$ cat src/hdl/krdc_pkg.sv
// Shared types and constants for the keystream record decrypt and check block.
package krdc_pkg;

  localparam int unsigned BLOCK_LEN = 32;
  localparam int unsigned POS_W     = $clog2(BLOCK_LEN);
  localparam int unsigned WEIGHT_W  = POS_W + 1;

  localparam logic [31:0] LEN_XOR = 32'hc92e568f;
  localparam logic [31:0] KEY_ADD = 32'ha3b376c9;

  localparam logic [2:0] HDR_LAST = 3'd7;
  localparam logic [POS_W-1:0] POS_LAST = POS_W'(BLOCK_LEN - 1);
  localparam logic [WEIGHT_W-1:0] WEIGHT_TOP = WEIGHT_W'(BLOCK_LEN);

  typedef enum logic [2:0] {
    EV_HEADER_BYTE = 3'd0,
    EV_HEADER_DONE = 3'd1,
    EV_DATA_BYTE   = 3'd2,
    EV_CHECK_BYTE  = 3'd3,
    EV_CHECK_OK    = 3'd4,
    EV_CHECK_FAIL  = 3'd5
  } event_t;

  typedef struct packed {
    event_t      event_res;
    logic [7:0]  plain_byte;
    logic [28:0] record_size;
    logic        end_of_record;
  } res_t;

  function automatic logic [31:0] key_step(input logic [31:0] k);
    key_step = ~({k[30:0], 1'b0} + KEY_ADD + {31'd0, k[15]});
  endfunction

endpackage

$ cat src/hdl/krdc_if.sv
// Channel interfaces: input byte, result, and start key write.
interface krdc_in_if;
  logic       valid;
  logic       ready;
  logic [7:0] raw_byte;
  modport source (output valid, output raw_byte, input ready);
  modport sink (input valid, input raw_byte, output ready);
endinterface

interface krdc_out_if;
  logic        valid;
  logic        ready;
  logic [2:0]  event_res;
  logic [7:0]  plain_byte;
  logic [28:0] record_size;
  logic        end_of_record;
  modport source (output valid, output event_res, output plain_byte, output record_size,
                  output end_of_record, input ready);
  modport sink (input valid, input event_res, input plain_byte, input record_size,
                input end_of_record, output ready);
endinterface

interface krdc_cfg_if;
  logic        valid;
  logic        ready;
  logic [31:0] start_key;
  modport source (output valid, output start_key, input ready);
  modport sink (input valid, input start_key, output ready);
endinterface

$ cat src/hdl/krdc_core.sv
// Record state, keystream, block sum and per-byte result logic.
module krdc_core (
  input  logic             clk,
  input  logic             rst,
  input  logic             step,
  input  logic [7:0]       raw_byte,
  input  logic [31:0]      start_key,
  output krdc_pkg::res_t   res
);

  typedef enum logic [1:0] {
    PH_HEADER = 2'd0,
    PH_DATA   = 2'd1,
    PH_CHK_LO = 2'd2,
    PH_CHK_HI = 2'd3
  } phase_t;

  phase_t                       phase, phase_next;
  logic [2:0]                   header_count, header_count_next;
  logic [31:0]                  length_shift, length_shift_next;
  logic [28:0]                  bytes_left, bytes_left_next;
  logic [krdc_pkg::POS_W-1:0]   block_position, block_position_next;
  logic [31:0]                  key_reg, key_reg_next;
  logic [15:0]                  block_sum, block_sum_next;
  logic [7:0]                   check_low, check_low_next;

  logic [28:0]                  size;
  logic [7:0]                   plain;
  logic [krdc_pkg::WEIGHT_W-1:0] weight;
  logic [krdc_pkg::WEIGHT_W+7:0] product;

  always_comb begin
    phase_next          = phase;
    header_count_next   = header_count;
    length_shift_next   = length_shift;
    bytes_left_next     = bytes_left;
    block_position_next = block_position;
    key_reg_next        = key_reg;
    block_sum_next      = block_sum;
    check_low_next      = check_low;

    size    = 29'((length_shift_next ^ krdc_pkg::LEN_XOR) >> 3);
    plain   = raw_byte ^ key_reg[7:0];
    weight  = krdc_pkg::WEIGHT_TOP - {1'b0, block_position};
    product = {{(krdc_pkg::WEIGHT_W){1'b0}}, plain} * {8'd0, weight};

    res.event_res     = krdc_pkg::EV_HEADER_BYTE;
    res.plain_byte    = 8'd0;
    res.record_size   = 29'd0;
    res.end_of_record = 1'b0;

    case (phase)
      PH_HEADER: begin
        length_shift_next = {raw_byte, length_shift[31:8]};
        size = 29'((length_shift_next ^ krdc_pkg::LEN_XOR) >> 3);
        if (header_count != krdc_pkg::HDR_LAST) begin
          header_count_next = header_count + 3'd1;
        end else begin
          header_count_next   = 3'd0;
          bytes_left_next     = size;
          key_reg_next        = start_key;
          block_sum_next      = 16'd0;
          block_position_next = '0;
          phase_next          = (size == 29'd0) ? PH_HEADER : PH_DATA;
          res.event_res       = krdc_pkg::EV_HEADER_DONE;
          res.record_size     = size;
          res.end_of_record   = (size == 29'd0);
        end
      end
      PH_DATA: begin
        block_sum_next  = block_sum + 16'(product);
        key_reg_next    = krdc_pkg::key_step(key_reg);
        bytes_left_next = bytes_left - 29'd1;
        res.event_res   = krdc_pkg::EV_DATA_BYTE;
        res.plain_byte  = plain;
        if (block_position == krdc_pkg::POS_LAST) begin
          block_position_next = '0;
          phase_next          = PH_CHK_LO;
        end else begin
          block_position_next = block_position + {{(krdc_pkg::POS_W-1){1'b0}}, 1'b1};
          if (bytes_left_next == 29'd0) begin
            phase_next        = PH_HEADER;
            res.end_of_record = 1'b1;
          end
        end
      end
      PH_CHK_LO: begin
        check_low_next = raw_byte;
        phase_next     = PH_CHK_HI;
        res.event_res  = krdc_pkg::EV_CHECK_BYTE;
      end
      PH_CHK_HI: begin
        block_sum_next      = 16'd0;
        block_position_next = '0;
        if ({raw_byte, check_low} != block_sum) begin
          phase_next      = PH_HEADER;
          bytes_left_next = 29'd0;
          res.event_res   = krdc_pkg::EV_CHECK_FAIL;
        end else begin
          res.event_res = krdc_pkg::EV_CHECK_OK;
          if (bytes_left == 29'd0) begin
            phase_next        = PH_HEADER;
            res.end_of_record = 1'b1;
          end else begin
            phase_next = PH_DATA;
          end
        end
      end
      default: begin
        phase_next = PH_HEADER;
      end
    endcase
  end

  always_ff @(posedge clk) begin
    if (rst) begin
      phase          <= PH_HEADER;
      header_count   <= 3'd0;
      length_shift   <= 32'd0;
      bytes_left     <= 29'd0;
      block_position <= '0;
      key_reg        <= 32'd0;
      block_sum      <= 16'd0;
      check_low      <= 8'd0;
    end else if (step) begin
      phase          <= phase_next;
      header_count   <= header_count_next;
      length_shift   <= length_shift_next;
      bytes_left     <= bytes_left_next;
      block_position <= block_position_next;
      key_reg        <= key_reg_next;
      block_sum      <= block_sum_next;
      check_low      <= check_low_next;
    end
  end

endmodule

$ cat src/hdl/keystream_record_decrypt_check.sv
// Top level: input byte register, record core, result register, start key register.
// An accepted byte waits in the input byte register; its result (core key step and
// weighted sum) is registered as the byte advances. Throughput: one byte per cycle
// unless out_ch stalls; input and result registers form a two-stage pipeline.
// Reset (synchronous, rst high): empties both stages, start key and all record state
// go to zero, the block waits for the first header byte.
module keystream_record_decrypt_check (
  input  logic         clk,
  input  logic         rst,
  krdc_in_if.sink      in_ch,
  krdc_out_if.source   out_ch,
  krdc_cfg_if.sink     cfg
);

  logic                 in_valid;
  logic [7:0]           in_byte;
  logic                 out_valid;
  krdc_pkg::res_t       out_res;
  logic [31:0]          start_key;
  logic                 advance;
  krdc_pkg::res_t       res;

  assign advance      = in_valid && (!out_valid || out_ch.ready);
  assign in_ch.ready  = !in_valid || advance;
  assign cfg.ready    = 1'b1;

  krdc_core u_core (
    .clk       (clk),
    .rst       (rst),
    .step      (advance),
    .raw_byte  (in_byte),
    .start_key (start_key),
    .res       (res)
  );

  always_ff @(posedge clk) begin
    if (rst) begin
      in_valid  <= 1'b0;
      out_valid <= 1'b0;
      start_key <= 32'd0;
    end else begin
      if (cfg.valid) begin
        start_key <= cfg.start_key;
      end
      if (in_ch.valid && in_ch.ready) begin
        in_valid <= 1'b1;
      end else if (advance) begin
        in_valid <= 1'b0;
      end
      if (advance) begin
        out_valid <= 1'b1;
      end else if (out_ch.ready) begin
        out_valid <= 1'b0;
      end
    end
  end

  always_ff @(posedge clk) begin
    if (in_ch.valid && in_ch.ready) begin
      in_byte <= in_ch.raw_byte;
    end
    if (advance) begin
      out_res <= res;
    end
  end

  assign out_ch.valid         = out_valid;
  assign out_ch.event_res     = out_res.event_res;
  assign out_ch.plain_byte    = out_res.plain_byte;
  assign out_ch.record_size   = out_res.record_size;
  assign out_ch.end_of_record = out_res.end_of_record;

endmodule

$ cat src/flat_wrapper.sv
// flat-port wrapper written by rule: the top's interface ports become plain ports
module keystream_record_decrypt_check_flat 
  (clk, rst, in_ch_valid, in_ch_raw_byte, in_ch_ready, out_ch_valid, out_ch_event_res, out_ch_plain_byte, out_ch_record_size, out_ch_end_of_record, out_ch_ready, cfg_valid, cfg_start_key, cfg_ready);
  krdc_in_if in_ch_i ();
  krdc_out_if out_ch_i ();
  krdc_cfg_if cfg_i ();
  input  logic clk;
  input  logic rst;
  input wire logic [$bits(in_ch_i.valid)-1:0] in_ch_valid;
  input wire logic [$bits(in_ch_i.raw_byte)-1:0] in_ch_raw_byte;
  output wire logic [$bits(in_ch_i.ready)-1:0] in_ch_ready;
  output wire logic [$bits(out_ch_i.valid)-1:0] out_ch_valid;
  output wire logic [$bits(out_ch_i.event_res)-1:0] out_ch_event_res;
  output wire logic [$bits(out_ch_i.plain_byte)-1:0] out_ch_plain_byte;
  output wire logic [$bits(out_ch_i.record_size)-1:0] out_ch_record_size;
  output wire logic [$bits(out_ch_i.end_of_record)-1:0] out_ch_end_of_record;
  input wire logic [$bits(out_ch_i.ready)-1:0] out_ch_ready;
  input wire logic [$bits(cfg_i.valid)-1:0] cfg_valid;
  input wire logic [$bits(cfg_i.start_key)-1:0] cfg_start_key;
  output wire logic [$bits(cfg_i.ready)-1:0] cfg_ready;
  assign in_ch_i.valid = in_ch_valid;
  assign in_ch_i.raw_byte = in_ch_raw_byte;
  assign in_ch_ready = in_ch_i.ready;
  assign out_ch_valid = out_ch_i.valid;
  assign out_ch_event_res = out_ch_i.event_res;
  assign out_ch_plain_byte = out_ch_i.plain_byte;
  assign out_ch_record_size = out_ch_i.record_size;
  assign out_ch_end_of_record = out_ch_i.end_of_record;
  assign out_ch_i.ready = out_ch_ready;
  assign cfg_i.valid = cfg_valid;
  assign cfg_i.start_key = cfg_start_key;
  assign cfg_ready = cfg_i.ready;
  keystream_record_decrypt_check u_core (.clk(clk), .rst(rst), .in_ch(in_ch_i), .out_ch(out_ch_i), .cfg(cfg_i));
endmodule
$ cat config.mk
export PLATFORM = sky130hd
export DESIGN_NAME = keystream_record_decrypt_check_flat
export DESIGN_NICKNAME = d
export VERILOG_FILES = /design/src/hdl/krdc_pkg.sv /design/src/hdl/krdc_if.sv /design/src/hdl/krdc_core.sv /design/src/hdl/keystream_record_decrypt_check.sv /design/src/flat_wrapper.sv
export SDC_FILE = /design/constraint.sdc
export NUM_CORES = 1
export LEC_CHECK = 0
export ABC_AREA = 1
export BUFFER_PORTS_ARGS = -buffer_cell sky130_fd_sc_hd__buf_2
export CORE_MARGIN = 8
export CORE_UTILIZATION = 42
export CTS_CLUSTER_DIAMETER = 100
export CTS_CLUSTER_SIZE = 14
export DETAILED_ROUTE_END_ITERATION = 6
export SYNTH_ARGS = -nofsm -noshare
export SYNTH_HDL_FRONTEND = slang
export SYNTH_HIERARCHICAL = 1
export SYNTH_SLANG_ARGS = --single-unit
export TNS_END_PERCENT = 20
$ cat constraint.sdc
create_clock -name clk -period 7.68 [get_ports clk]
set_clock_uncertainty 0.05 [all_clocks]
set_input_delay 0.768 -clock clk [delete_from_list [all_inputs] [get_ports clk]]
set_output_delay 0.768 -clock clk [all_outputs]
set_load 0.05 [all_outputs]
# Word-level counts from Yosys, hierarchy flattened

Cells that the tools add are included.
W data, S select, Z words.

Add/sub/neg operators: 7
Multipliers: 1
Equality and inequality tests: 9
Mux-type cells: 31
Bitwise gates (word level): 4
Reduce and logical (&&, ||, !) cells: 21

Operator list:

| cell                     | count |
|---|---|
| $logic_not A29 Y1        | 3 |
| $pmux W29 S3             | 1 |
| $mux W29                 | 2 |
| $pmux W16 S3             | 1 |
| $mux W16                 | 2 |
| $pmux W16 S2             | 1 |
| $sub A29 B1 Y29 const B  | 1 |
| $not A17 Y17             | 1 |
| $add A16 B1 Y16          | 1 |
| $add A16 B14 Y16         | 1 |
| $add A16 B15 Y16 const B | 1 |
| $ne A16 B16 Y1           | 1 |
| $not A16 Y16             | 1 |
| $pmux W5 S3              | 1 |
| $mul A8 B6 Y14           | 1 |
| $mux W1                  | 14 |
| $pmux W3 S4              | 1 |
| $mux W5                  | 2 |
| $reduce_and A3 Y1        | 3 |
| $pmux W2 S4              | 1 |
| $xor A8 B8 Y8            | 1 |
| $mux W2                  | 3 |
| $ne A3 B3 Y1 const B     | 2 |
| $reduce_bool A2 Y1       | 3 |
| other kinds (18)         | 24 |

Register bits: 178
Input bits: 45
Output and inout port bits: 44
Logic and storage cells: 89

# Longest topological paths before layout

Depth in word-level cells: 6
Depth in mapped cells: 23

# Cells and area by module

The synthesis kept the hierarchy.

By module, submodules not included:

| module                         | instances | cells each | area an instance (µm²) |
|---|---|---|---|
| krdc_core                      | 1         | 1157       | 7833.8 |
| keystream_record_decrypt_check | 1         | 203        | 2798.9 |

# Least setup slack after synthesis

No wires, ideal clock.

Path type: register to register
From: reg u_core/u_core/block_position[0] (netlist name)
To: reg u_core.u_core.block_sum[12]
Data arrival time: 4946 ps
Required time: 7560 ps
Path slack: 2614 ps
Cell stages (with the launch flop): 24
Buffers on the path: 1
Period minus slack after synthesis: 5066 ps
Cell sequence: dfxtp_1 > inv_1 > clkbuf_1 > ha_1 > nand3_1 > or2_2 > nand2_1 > inv_1 > nand2_1 > fa_1 > fa_1 > inv_1 > fa_1 > inv_1 > fa_1 > inv_1 > ha_1 > nand2_1 > o21ai_0 > a21oi_1 > o21a_1 > a21oi_1 > o21ai_0 > a21oi_1

Cells in the longest elaborated chain, start to end: 4

Ends and longest elaborated chain:

| element                  | line             | text |
|---|---|---|
| start: declaration       | krdc_core.sv:22  | `logic [krdc_pkg::POS_W-1:0] block_position, block_position_next;` |
| start signal: assignment | krdc_core.sv:130 | `block_position <= block_position_next;` |
| $sub A6 B5 Y6            | krdc_core.sv:44  | `weight = krdc_pkg::WEIGHT_TOP - {1'b0, block_position};` |
| $mul A8 B6 Y14           | krdc_core.sv:45  | `product = {{(krdc_pkg::WEIGHT_W){1'b0}}, plain} * {8'd0, weight};` |
| $add A16 B14 Y16         | krdc_core.sv:71  | `block_sum_next = block_sum + 16'(product);` |
| $pmux W16 S3             | krdc_core.sv:52  | `case (phase)` |
| end signal: assignment   | krdc_core.sv:132 | `block_sum <= block_sum_next;` |
| end: declaration         | krdc_core.sv:24  | `logic [15:0] block_sum, block_sum_next;` |

Every way passes these cells.
A chain may end at the register's enable or synchronous reset.

# Worst setup path after layout

Same ends and word-level chain as after synthesis.

==> results_tabular.tex <==
\begin{tabular}{lr}
\hline
Metric & Value \\
\hline
\multicolumn{2}{l}{\textbf{Power and ir drop}} \\
Peak ir drop on the vdd network & 0.118 mV \\
Power density of the placed cells & 178 mW/mm\^{}2 \\
Leak Pwr & 5.00 nW \\
\multicolumn{2}{l}{\textbf{Worst setup path}} \\
Slowest CP cell & sky130\_fd\_sc\_hd\_\_fa\_1 \\
Peak fanout along the critical path & 11 \\
Biggest cell delay along the critical path & 0.55 ns \\
Critical Path AT & 5.95 ns \\
Endpoint kind of the worst setup timing path & flop \\
Startpoint type of the worst setup path & flop \\
Worst-case reg-to-reg path depth & 22 \\
Slack of the worst reg-to-reg path & 2.04 ns \\
Cell with the most instances on the worst path & sky130\_fd\_sc\_hd\_\_inv\_1 \\
Cells along the critical path & inv\_1 -> ha\_1 -> nand3\_1 -> or2\_2 -> nand2\_1 -> inv\_1 -> nand2\_1 -> fa\_1 -> fa\_1 -> inv\_1 -> fa\_1 -> inv\_1 -> fa\_1 -> inv\_1 -> ha\_1 -> nand2\_1 -> o21ai\_0 -> a21oi\_1 -> o21a\_1 -> a21oi\_1 -> o21ai\_0 -> a21oi\_1 \\
Worst reg2reg path endpoint & u\_core/u\_core/block\_sum[12] \\
Data required time of the critical path & 7.98 ns \\
Critical register-to-register path startpoint & u\_core/u\_core/block\_position[0] \\
Crit path kind & flop to flop \\
\multicolumn{2}{l}{\textbf{Die}} \\
Core region area & 0.0235 mm\^{}2 \\
Die height & 171 um \\
Starting utilization of the core area & 42.9\% \\
Die area & 0.0292 mm\^{}2 \\
Die span in x & 171 um \\
Number of placement rows & 56 \\
Number of I/O pins & 89 \\
\multicolumn{2}{l}{\textbf{GRT}} \\
Total routing usage reported by global routing & 17.9\% \\
Number of global-route vias before repair & 7,782 \\
Remaining global-route overflow & 0 \\
First-pass GRT wire length & 41,600 um \\
Antenna violations before repair & 0 \\
Maximum number of pins on one net before global-route repair & 76 \\
\multicolumn{2}{l}{\textbf{Final layout}} \\
Final Instance Count excl. Fillers & 1,673 \\
Antenna Cells & 0 \\
P\&R area growth vs syn & 11.7\% \\
Most common library cell in the layout ignoring fill and taps & sky130\_fd\_sc\_hd\_\_nand2\_1 \\
Proportion of layout cells with a drive suffix above 1 & 12.1\% \\
Post-route cell area & 0.0112 mm\^{}2 \\
Most frequent cells in the layout & sky130\_fd\_sc\_hd\_\_nand2\_1 (214), sky130\_fd\_sc\_hd\_\_nor2\_1 (188), sky130\_fd\_sc\_hd\_\_inv\_1 (171), sky130\_fd\_sc\_hd\_\_a21oi\_1 (119), sky130\_fd\_sc\_hd\_\_dfxtp\_1 (118) \\
Utilization of the core after routing & 47.9\% \\
Post-layout net count & 1,466 \\
Number of fill cells & 2,338 \\
\multicolumn{2}{l}{\textbf{Placement}} \\
Hpwl dp & 18,900 um \\
Port-buffer cells & 71 \\
Instance area after placement & 0.0106 mm\^{}2 \\
Instance count after placement with tap cells included & 1,642 \\
Routability congestion estimate & 0.882 \\
\multicolumn{2}{l}{\textbf{Logic synthesis}} \\
Avg Cell Area, Syn & 7.77 um\^{}2 \\
Number of warning messages in the yosys log & 6 \\
Post-synthesis instance area & 0.0101 mm\^{}2 \\
Synthesized instance count & 1,296 \\
Nets in the synthesized netlist & 1,420 \\
\multicolumn{2}{l}{\textbf{Timing}} \\
Number of hold violations in the final report & 0 \\
Setup repair after global routing missed its margin & no \\
Slew at the pin closest to its max-slew limit & 1.00 ns \\
Final Slew Violations & 0 \\
Min Tclk post-route & 5.64 ns \\
Setup TNS Final & 0 ns \\
Achievable Freq & 177 MHz \\
Max-Slew Margin vs Limit & 32.9\% \\
Fin crit share & 73.5\% \\
Endpoints failing setup & 0 \\
\multicolumn{2}{l}{\textbf{Clock network}} \\
Number of buffers inserted during clock tree synthesis & 17 \\
Clock tree from TritonCTS & built \\
Clock H-tree levels & 4 \\
Number of gates given a new drive strength after cts & 0 \\
Cts-stage hold buffer count & 0 \\
Clock transition time at the flip-flop clock pins of the worst setup and hold paths & 0.07 ns \\
Total clock sinks & 167 \\
Clock network latency to the later pin of the worst-skew pair & 0.43 ns \\
Setup Buffers After CTS & 0 \\
Cell at the root of the clock tree & sky130\_fd\_sc\_hd\_\_clkbuf\_16 \\
Deepest clock path buffer count & 2 \\
\multicolumn{2}{l}{\textbf{Min path}} \\
Worst Hold Endpoint & u\_core/start\_key[5] \\
Hold wc startpoint & u\_core/start\_key[5] \\
Number of cells on the worst hold path & 2 \\
Hold/Removal Path Class & flop to flop \\
\multicolumn{2}{l}{\textbf{Detailed routing}} \\
Post-DR wirelength/cell & 15.6 um \\
DRC violation total after the first TritonRoute iteration & 724 \\
Detailed-routing iteration count for the pre-antenna-repair pass & 5 \\
Vias after detailed routing & 8,589 \\
Routed WL & 26,200 um \\
Post-DRT Antenna Nets & 0 \\
Detailed-route DRC error count & 0 \\
Routed vias/inst & 5.13 \\
\multicolumn{2}{l}{\textbf{Status}} \\
Outcome & completed \\
\multicolumn{2}{l}{\textbf{Run}} \\
Max-cap violations & 0 \\
\hline
\end{tabular}
[metal layers]
layer,share of wire [%],track usage [%],vias to the layer above
met2,43,26.9,238
met4,1.1,4.12,0
met5,0,0,-
li1,-,-,4312
met3,6.1,2.93,21
met1,50,26.5,4018
[cell type report]
| class | instances | area (um^2) | share of cell area [%] |
|---|---|---|---|
| Clock buffer | 17 | 425 | 3.78 |
| Clock inverter | 14 | 201 | 1.79 |
| Inverter | 178 | 676 | 6.01 |
| Multi-Input combinational cell | 897 | 5280 | 47.0 |
| Sequential cell | 167 | 3830 | 34.1 |
| Tap cell | 319 | 399 | 3.55 |
| Timing Repair Buffer | 81 | 430 | 3.83 |
[power by group]
group          internal, mW  switching [mW]
clock network         0.501           0.410
logic                0.0404           0.107
registers             0.930          0.0195
[worst max-delay path by stage]
stage | from | end | depth (start not counted)
global route | u_core/u_core/block_position[0] | u_core/u_core/block_sum[12] | 22
floorplan | u_core/u_core/block_position[0] | u_core/u_core/block_sum[12] | 23
CTS | u_core/u_core/block_position[0] | u_core/u_core/block_sum[12] | 22
detailed placement | u_core/u_core/block_position[0] | u_core/u_core/block_sum[12] | 22
global placement | u_core/u_core/block_position[0] | u_core/u_core/block_sum[12] | 22
finish | u_core/u_core/block_position[0] | u_core/u_core/block_sum[12] | 22
[worst max-delay path, delay by kind of cell, from the launching register on]
family	cells	cell delay [ns]
buf+inv	5	0.56
compound gates	6	1.23
simple gates	5	0.76
fa+ha+maj	6	2.62
flops	1	0.36
[through the flow]
step | setup WS [ns] | hold slack [ns] | power (mW)
floorplan | 2.61 | 0.387 | 1.07
global placement | 2.15 | 0.400 | 1.12
detailed placement | 2.08 | 0.405 | 1.12
CTS | 2.05 | 0.415 | 2.02
global route | 1.60 | 0.431 | 2.08
finish | 2.04 | 0.416 | 2.01
Note: power is estimated with default switching activity, not from simulation.
